**config.mk**
```make
export PLATFORM = sky130hd
export DESIGN_NAME = agc_frame_energy_estimator_unit
export DESIGN_NICKNAME = d
export VERILOG_FILES = /design/src/rtl/afe_pkg.sv /design/src/rtl/afe_front.sv /design/src/rtl/afe_queue.sv /design/src/rtl/afe_back.sv /design/src/rtl/agc_frame_energy_estimator_unit.sv
export SDC_FILE = /design/constraint.sdc
export NUM_CORES = 2
export LEC_CHECK = 0
export BUFFER_PORTS_ARGS = -buffer_cell sky130_fd_sc_hd__buf_2
export CORE_MARGIN = 2
export CORE_UTILIZATION = 37
export CTS_CLUSTER_SIZE = 8
export DETAILED_ROUTE_END_ITERATION = 12
export PLACE_DENSITY_LB_ADDON = 0.15
export SYNTH_ARGS = -nofsm -noshare
export SYNTH_HDL_FRONTEND = slang
export SYNTH_HIERARCHICAL = 1
export SYNTH_SLANG_ARGS = --single-unit
```
**constraint.sdc**
```tcl
create_clock -name clk -period 29.4 [get_ports clk]
set_input_delay 2.94 -clock clk [delete_from_list [all_inputs] [get_ports clk]]
set_output_delay 2.94 -clock clk [all_outputs]
set_load 0.03 [all_outputs]
```
**src/rtl/afe_pkg.sv**
```systemverilog
//------------------------------------------------------------------------------
// afe_pkg
// Types and constants of the frame energy estimator.
//------------------------------------------------------------------------------
`timescale 1ns / 1ps
`default_nettype none

package afe_pkg;

    localparam logic [15:0] GAIN_ONE  = 16'd16384;
    localparam logic [15:0] GAIN_MIN  = 16'd1638;
    localparam logic [15:0] GAIN_MAX  = 16'd32768;
    localparam logic [14:0] GAIN_DOWN = 15'd13926;
    localparam logic [14:0] GAIN_UP   = 15'd17203;
    localparam logic [14:0] GAIN_KEEP = 15'd16384;
    localparam logic [16:0] PEAK_HIGH = 17'd400;
    localparam logic [16:0] PEAK_LOW  = 17'd100;
    localparam logic [7:0]  ALPHA     = 8'd122;
    localparam logic [7:0]  BETA      = 8'd51;

    typedef struct packed {
        logic signed [15:0] sample_i;
        logic signed [15:0] sample_q;
        logic [15:0]        frame_length;
    } sample_t;

    typedef struct packed {
        logic [24:0] energy;
        logic [15:0] gain_out;
    } result_t;

    // frame descriptor handed from front to back
    typedef struct packed {
        logic [16:0] peak;
        logic [8:0]  count;
    } desc_t;

    // sample store write request
    typedef struct packed {
        logic        en;
        logic [7:0]  addr;
        logic [16:0] mag_i;
        logic [16:0] mag_q;
    } wr_t;

    function automatic logic [15:0] clamp_gain(input logic [17:0] g);
        logic [15:0] r;
        if (g < 18'(GAIN_MIN))
            r = GAIN_MIN;
        else if (g > 18'(GAIN_MAX))
            r = GAIN_MAX;
        else
            r = g[15:0];
        return r;
    endfunction

endpackage

`default_nettype wire

```
**src/rtl/afe_front.sv**
```systemverilog
//------------------------------------------------------------------------------
// afe_front
// Sample intake: magnitudes, frame position, counted length and peak.
//------------------------------------------------------------------------------
`timescale 1ns / 1ps
`default_nettype none

module afe_front #(
    parameter int FRAME_SAMPLES = 32
) (
    input  wire                 clk,
    input  wire                 rst_n,
    input  wire                 accept,
    input  afe_pkg::sample_t    sample,
    output afe_pkg::wr_t        wr,
    output logic                push,
    output afe_pkg::desc_t      desc
);
    import afe_pkg::*;

    localparam int AW = (FRAME_SAMPLES > 1) ? $clog2(FRAME_SAMPLES) : 1;
    localparam int CW = $clog2(FRAME_SAMPLES + 1);

    logic [AW-1:0] pos_reg, pos_next;
    logic [CW-1:0] cnt_reg, cnt_next;
    logic [16:0]   peak_reg, peak_next;

    logic          first, last;
    logic [CW-1:0] cnt_cur;
    logic [16:0]   ext_i, ext_q, mag_i, mag_q, mag_sum, peak_base;

    always_comb
    begin
        first   = (pos_reg == '0);
        last    = (pos_reg == AW'(FRAME_SAMPLES - 1));
        ext_i   = {sample.sample_i[15], sample.sample_i};
        ext_q   = {sample.sample_q[15], sample.sample_q};
        mag_i   = sample.sample_i[15] ? 17'(-ext_i) : ext_i;
        mag_q   = sample.sample_q[15] ? 17'(-ext_q) : ext_q;
        mag_sum = mag_i + mag_q;
        if (sample.frame_length == 16'd0 || sample.frame_length > 16'(FRAME_SAMPLES))
            cnt_cur = CW'(FRAME_SAMPLES);
        else
            cnt_cur = CW'(sample.frame_length);
        if (!first)
            cnt_cur = cnt_reg;
        peak_base = first ? 17'd0 : peak_reg;
        peak_next = peak_base;
        if (CW'(pos_reg) < cnt_cur && mag_sum > peak_base)
            peak_next = mag_sum;
        cnt_next = cnt_cur;
        pos_next = last ? '0 : pos_reg + 1'b1;

        wr.en    = accept;
        wr.addr  = 8'(pos_reg);
        wr.mag_i = mag_i;
        wr.mag_q = mag_q;
        push       = accept && last;
        desc.peak  = peak_next;
        desc.count = 9'(cnt_cur);
    end

    always_ff @(posedge clk or negedge rst_n)
    begin
        if (!rst_n)
        begin
            pos_reg  <= '0;
            cnt_reg  <= '0;
            peak_reg <= '0;
        end
        else if (accept)
        begin
            pos_reg  <= pos_next;
            cnt_reg  <= cnt_next;
            peak_reg <= last ? 17'd0 : peak_next;
        end
    end

endmodule

`default_nettype wire

```
**src/rtl/afe_queue.sv**
```systemverilog
//------------------------------------------------------------------------------
// afe_queue
// Two-entry queue of frame descriptors between front and back.
//------------------------------------------------------------------------------
`timescale 1ns / 1ps
`default_nettype none

module afe_queue (
    input  wire             clk,
    input  wire             rst_n,
    input  wire             push,
    input  afe_pkg::desc_t  din,
    input  wire             pop,
    output afe_pkg::desc_t  dout,
    output logic            not_empty
);
    import afe_pkg::*;

    desc_t      ent_reg [2];
    logic       wp_reg, rp_reg;
    logic [1:0] cnt_reg;
    logic       do_push, do_pop;

    always_comb
    begin
        not_empty = (cnt_reg != 2'd0);
        do_pop    = pop && not_empty;
        do_push   = push && (cnt_reg != 2'd2);
        dout      = ent_reg[rp_reg];
    end

    always_ff @(posedge clk)
    begin
        if (do_push)
            ent_reg[wp_reg] <= din;
    end

    always_ff @(posedge clk or negedge rst_n)
    begin
        if (!rst_n)
        begin
            wp_reg  <= 1'b0;
            rp_reg  <= 1'b0;
            cnt_reg <= 2'd0;
        end
        else
        begin
            if (do_push)
                wp_reg <= ~wp_reg;
            if (do_pop)
                rp_reg <= ~rp_reg;
            cnt_reg <= cnt_reg + 2'(do_push) - 2'(do_pop);
        end
    end

endmodule

`default_nettype wire

```
**src/rtl/afe_back.sv**
```systemverilog
//------------------------------------------------------------------------------
// afe_back
// Frame processing: gain update, scaled magnitude sum, rounding, division.
//------------------------------------------------------------------------------
`timescale 1ns / 1ps
`default_nettype none

module afe_back #(
    parameter int FRAME_SAMPLES = 32
) (
    input  wire              clk,
    input  wire              rst_n,
    input  afe_pkg::wr_t     wr,
    input  afe_pkg::desc_t   desc,
    input  wire              desc_valid,
    output logic             pop,
    output logic             active,
    input  wire              cfg_valid,
    output logic             cfg_ready,
    input  wire [15:0]       cfg_data,
    output logic             result_valid,
    output afe_pkg::result_t result
);
    import afe_pkg::*;

    localparam int AW    = (FRAME_SAMPLES > 1) ? $clog2(FRAME_SAMPLES) : 1;
    localparam int CW    = $clog2(FRAME_SAMPLES + 1);
    localparam int SUM_W = 24 + CW;
    localparam int RND_W = SUM_W - 7;
    localparam int NUM_W = RND_W + 16;
    localparam int BW    = $clog2(NUM_W + 1);

    localparam logic [2:0] S_IDLE  = 3'd0;
    localparam logic [2:0] S_GMUL  = 3'd1;
    localparam logic [2:0] S_GSET  = 3'd2;
    localparam logic [2:0] S_SCAN  = 3'd3;
    localparam logic [2:0] S_ROUND = 3'd4;
    localparam logic [2:0] S_DIV   = 3'd5;
    localparam logic [2:0] S_OUT   = 3'd6;

    logic [33:0] mem [FRAME_SAMPLES];
    logic [33:0] mem_q;

    logic [2:0]       state_reg, state_next;
    logic [15:0]      gain_reg;
    logic [16:0]      peak_reg;
    logic [CW-1:0]    cnt_reg, idx_reg;
    logic [30:0]      prod_reg;
    logic             v1_reg, v2_reg;
    logic [16:0]      sa_reg, sb_reg;
    logic [SUM_W-1:0] acc_reg;
    logic [NUM_W-1:0] num_reg, quo_reg;
    logic [16:0]      rem_reg;
    logic [BW-1:0]    bit_reg;
    logic             res_v_reg;
    result_t          res_reg;

    logic [14:0]      coef;
    logic [17:0]      gain_rnd;
    logic             issue;
    logic [33:0]      pa, pb;
    logic [16:0]      hi, lo;
    logic [SUM_W-1:0] term;
    logic [RND_W-1:0] rnd;
    logic [16:0]      den;
    logic [17:0]      trial;
    logic             ge;

    always_ff @(posedge clk)
    begin
        if (wr.en)
            mem[wr.addr[AW-1:0]] <= {wr.mag_i, wr.mag_q};
        mem_q <= mem[idx_reg[AW-1:0]];
    end

    always_comb
    begin
        if (peak_reg > PEAK_HIGH)
            coef = GAIN_DOWN;
        else if (peak_reg < PEAK_LOW)
            coef = GAIN_UP;
        else
            coef = GAIN_KEEP;
        gain_rnd = 18'((32'(prod_reg) + 32'd8192) >> 14);

        issue = (state_reg == S_SCAN) && (idx_reg < cnt_reg);
        pa = 34'(mem_q[33:17]) * 34'(gain_reg) + 34'd8192;
        pb = 34'(mem_q[16:0])  * 34'(gain_reg) + 34'd8192;
        hi = (sa_reg > sb_reg) ? sa_reg : sb_reg;
        lo = (sa_reg > sb_reg) ? sb_reg : sa_reg;
        term = SUM_W'(ALPHA) * SUM_W'(hi) + SUM_W'(BETA) * SUM_W'(lo);
        rnd = RND_W'((acc_reg + SUM_W'(64)) >> 7);

        den   = {gain_reg, 1'b0};
        trial = {rem_reg, num_reg[NUM_W-1]};
        ge    = (trial >= {1'b0, den});

        pop       = (state_reg == S_IDLE) && desc_valid;
        active    = (state_reg != S_IDLE);
        // a queued frame already owns the gain it was accepted under
        cfg_ready = (state_reg == S_IDLE) && !desc_valid;

        state_next = state_reg;
        case (state_reg)
            S_IDLE:  if (desc_valid) state_next = S_GMUL;
            S_GMUL:  state_next = S_GSET;
            S_GSET:  state_next = S_SCAN;
            S_SCAN:  if (!issue && !v1_reg && !v2_reg) state_next = S_ROUND;
            S_ROUND: state_next = S_DIV;
            S_DIV:   if (bit_reg == BW'(NUM_W - 1)) state_next = S_OUT;
            S_OUT:   state_next = S_IDLE;
            default: state_next = S_IDLE;
        endcase
    end

    // datapath registers without reset
    always_ff @(posedge clk)
    begin
        if (pop)
        begin
            peak_reg <= desc.peak;
            cnt_reg  <= CW'(desc.count);
        end
        if (state_reg == S_GMUL)
            prod_reg <= 31'(gain_reg) * 31'(coef);
        sa_reg <= 17'(pa >> 14);
        sb_reg <= 17'(pb >> 14);
        if (state_reg == S_GSET)
            acc_reg <= '0;
        else if (v2_reg)
            acc_reg <= acc_reg + term;
        if (state_reg == S_ROUND)
        begin
            num_reg <= (NUM_W'(rnd) << 15) + NUM_W'(gain_reg);
            rem_reg <= '0;
            quo_reg <= '0;
        end
        else if (state_reg == S_DIV)
        begin
            num_reg <= num_reg << 1;
            rem_reg <= ge ? 17'(trial - {1'b0, den}) : trial[16:0];
            quo_reg <= {quo_reg[NUM_W-2:0], ge};
        end
        if (state_reg == S_OUT)
        begin
            res_reg.energy   <= quo_reg[24:0];
            res_reg.gain_out <= gain_reg;
        end
    end

    always_ff @(posedge clk or negedge rst_n)
    begin
        if (!rst_n)
        begin
            state_reg <= S_IDLE;
            gain_reg  <= GAIN_ONE;
            idx_reg   <= '0;
            v1_reg    <= 1'b0;
            v2_reg    <= 1'b0;
            bit_reg   <= '0;
            res_v_reg <= 1'b0;
        end
        else
        begin
            state_reg <= state_next;
            if (cfg_valid && cfg_ready)
                gain_reg <= clamp_gain(18'(cfg_data));
            else if (state_reg == S_GSET)
                gain_reg <= clamp_gain(gain_rnd);
            if (state_reg == S_GSET)
                idx_reg <= '0;
            else if (issue)
                idx_reg <= idx_reg + 1'b1;
            v1_reg <= issue;
            v2_reg <= v1_reg;
            if (state_reg == S_ROUND)
                bit_reg <= '0;
            else if (state_reg == S_DIV)
                bit_reg <= bit_reg + 1'b1;
            res_v_reg <= (state_reg == S_OUT);
        end
    end

    assign result_valid = res_v_reg;
    assign result       = res_reg;

endmodule

`default_nettype wire

```
**src/rtl/agc_frame_energy_estimator_unit.sv**
```systemverilog
//------------------------------------------------------------------------------
// agc_frame_energy_estimator_unit
// Frame AGC with alpha-max-beta-min energy estimate.
//------------------------------------------------------------------------------
// Usage:
//   Samples enter on sample when start is high and busy low, one per cycle.
//   A frame is FRAME_SAMPLES samples; frame_length is taken from the first.
//   After the last sample of a frame busy rises while the back end takes
//   the frame from the queue, updates the gain, scans the sample store,
//   rounds, runs a bit-serial divider and then loads the result register.
//   result_valid pulses one cycle, right after busy falls, with energy and
//   the new gain; the receiver cannot stall, so nothing is held back.
//   A frame's samples and its processing thus do not overlap; the divider
//   and the single sample store port set how long busy stays high.
//   cfg_data written through cfg_valid/cfg_ready sets the gain (clamped);
//   cfg_ready is high while the back end is idle and no frame waits.
//   Reset: gain is 1.0, the frame position returns to the first sample.
//------------------------------------------------------------------------------
`timescale 1ns / 1ps
`default_nettype none

module agc_frame_energy_estimator_unit #(
    parameter int FRAME_SAMPLES = 32
) (
    input  wire               clk,
    input  wire               rst_n,
    input  wire               start,
    output logic              busy,
    input  afe_pkg::sample_t  sample,
    input  wire               cfg_valid,
    output logic              cfg_ready,
    input  wire [15:0]        cfg_data,
    output logic              result_valid,
    output afe_pkg::result_t  result
);
    import afe_pkg::*;

    wr_t   wr;
    desc_t push_desc, head_desc;
    logic  push, pop, q_valid, back_active, accept;

    assign busy   = q_valid || back_active;
    assign accept = start && !busy;

    afe_front #(.FRAME_SAMPLES(FRAME_SAMPLES)) u_front (
        .clk    (clk),
        .rst_n  (rst_n),
        .accept (accept),
        .sample (sample),
        .wr     (wr),
        .push   (push),
        .desc   (push_desc)
    );

    afe_queue u_queue (
        .clk       (clk),
        .rst_n     (rst_n),
        .push      (push),
        .din       (push_desc),
        .pop       (pop),
        .dout      (head_desc),
        .not_empty (q_valid)
    );

    afe_back #(.FRAME_SAMPLES(FRAME_SAMPLES)) u_back (
        .clk          (clk),
        .rst_n        (rst_n),
        .wr           (wr),
        .desc         (head_desc),
        .desc_valid   (q_valid),
        .pop          (pop),
        .active       (back_active),
        .cfg_valid    (cfg_valid),
        .cfg_ready    (cfg_ready),
        .cfg_data     (cfg_data),
        .result_valid (result_valid),
        .result       (result)
    );

endmodule

`default_nettype wire

```
==> qor.csv <==
metric;value;unit
status;finished clean;
initial_core_util;0.371;
fp.dieW;492;µm
hpwl;147000;µm
dieArea;242000;µm²
layout-area-overhead-vs-synth;12.1;%
multi_input_area;41600;µm²
cpMostUsedCell;fa_1;
cts_root_buf;clkbuf_16;
finalWirelength;233000;µm
clock_latency;0.87;ns
wl_per_cell;23.4;µm
io_buffers;111;
met3_wirelength;12300;µm
required;30.09;ns
maxCapViolCount;0;
cts_resized;0;
drive_gt1_frac;0.154;
dp_cells;9626;
antenna_left;0;
hold-path-cell-count;0;
min_path_type;reg2reg;
pin_count;112;
dr_wl_met2;115000;µm
first_pass_iters;5;
first_iter_violations;3577;
clock_path_buffers;3;
wirelength_met1;98800;µm
fmax;94.1;MHz
antenna_found_initial;20;
ys_warn_count;6;
postCtsHoldBufs;0;
layout.area.seq;42200;µm²
crit_arrival;11.32;ns
via_count;51800;
worst_clock_skew;0.0956;ns
slew_headroom;0.123;
crit_fanout;36;
track_usage;0.196;
num_rows;179;
synth.avg_cell_area;13.6;µm²
clock_sinks;1461;
crit_slowest_cell;or2_2;
grt_max_degree;134;
postCtsSetupBuffers;0;
whs;0.364;ns
worstMarginPinSlew;1.31;ns
grt_pass1_wl;353000;µm
worstRegToRegCells;40;
die_y;492;µm
setup_tns;0;ns
netlist_instances;6494;
cpPeakStageDelay;0.74;ns
critPathKind;reg2reg;
hold_viol_final;0;
largest_register_ffs;1088;
grt_overflow;0;
stdcell_count;9946;
path_clk_slew;0.05;ns
finalWorstSetupSlack;18.78;ns
grt_pass1_vias;55000;
cts_buffers;201;
startpoint_type;flop;
preCtsSetupSlack;18.80;ns
synth_area;88100;µm²
htreeDepth;4;
finalCritPeriodShare;0.361;
min_period;10.62;ns
cts_tree;built;
gp_congestion;0.834;
top_layer;met5;
drc;0;
slew_viol_final;0;
rsz0062_at_grt;false;
nets;7917;
vias_per_cell;5.20;
core-area;237000;µm²
num-fill-cells;21900;
cp-end-kind;flop;
setup_viol;0;
## through the flow
step                 util  cell area (µm²)
floorplan               -            88100
global placement    0.392            92900
detailed placement  0.392            92900
CTS                 0.416            98700
global route        0.416            98700
finish              0.416            98800
## critical path: cells and delay by family, from the launching register on
family | cells | cell delay [ns]
xor+xnor | 1 | 0.13
buf+inv | 5 | 0.25
flops | 1 | 0.35
fa+ha+maj | 9 | 3.86
simple gates | 5 | 1.41
mux | 1 | 0.50
compound gates | 19 | 4.01
## cell type report
| cell class | instances | area share |
|---|---|---|
| antenna | 13 | 0.000329 |
| sequential | 1461 | 0.427 |
| inverter | 974 | 0.0370 |
| clock inverter | 16 | 0.00441 |
| tap | 3167 | 0.0401 |
| multi-input combinational | 3791 | 0.422 |
| timing repair buffer | 233 | 0.0151 |
| clock buffer | 291 | 0.0546 |
## final timing paths
path | startpoint | endpoint | slack, ns
max | u_back/sb_reg[1] | u_back/acc_reg[27] | 18.78
max reg2reg | u_back/sb_reg[1] | u_back/acc_reg[27] | 18.78
min reg2reg | u_back/v1_reg | u_back/v2_reg | 0.36
max in group asynchronous | rst_n | u_back/idx_reg[2] | 26.32
min | u_back/v1_reg | u_back/v2_reg | 0.36
min in group asynchronous | rst_n | u_back/result_valid | 2.31
## metal layers
metal  vias to the layer above  global-route usage
met1                     27200               0.258
met3                       340              0.0304
li1                      23000                   -
met4                        12              0.0535
met2                      1275               0.334
met5                         -                   0
## cell usage in the layout, fill, tap and decap left out, types with 16 or more instances in the layout
cell type     n
a211oi_1     18
a21o_1       78
a21oi_1     107
a22o_1       17
and2_1      235
and3_1       24
buf_2       110
buf_4       122
clkbuf_1     88
clkbuf_16   201
dfrtp_1      57
dfxtp_1     140
edfxtp_1   1255
fa_1        646
ha_1        541
inv_1       970
mux2_2       79
mux2_4       16
mux2i_1      37
mux4_2      340
nand2_1     584
nand2b_1     27
nand3_1      94
nand4_1      29
nor2_1      160
nor2_4       34
nor2b_1      21
nor3_1       27
o21a_1       17
o21ai_0     143
o21ai_1      17
o21bai_1     17
xnor2_1     117
xnor2_2      19
xor2_1       66
Power is left out: the tool's default activity adds up to more than one toggle a clock period on the data nets, which glitch-free logic cannot reach.
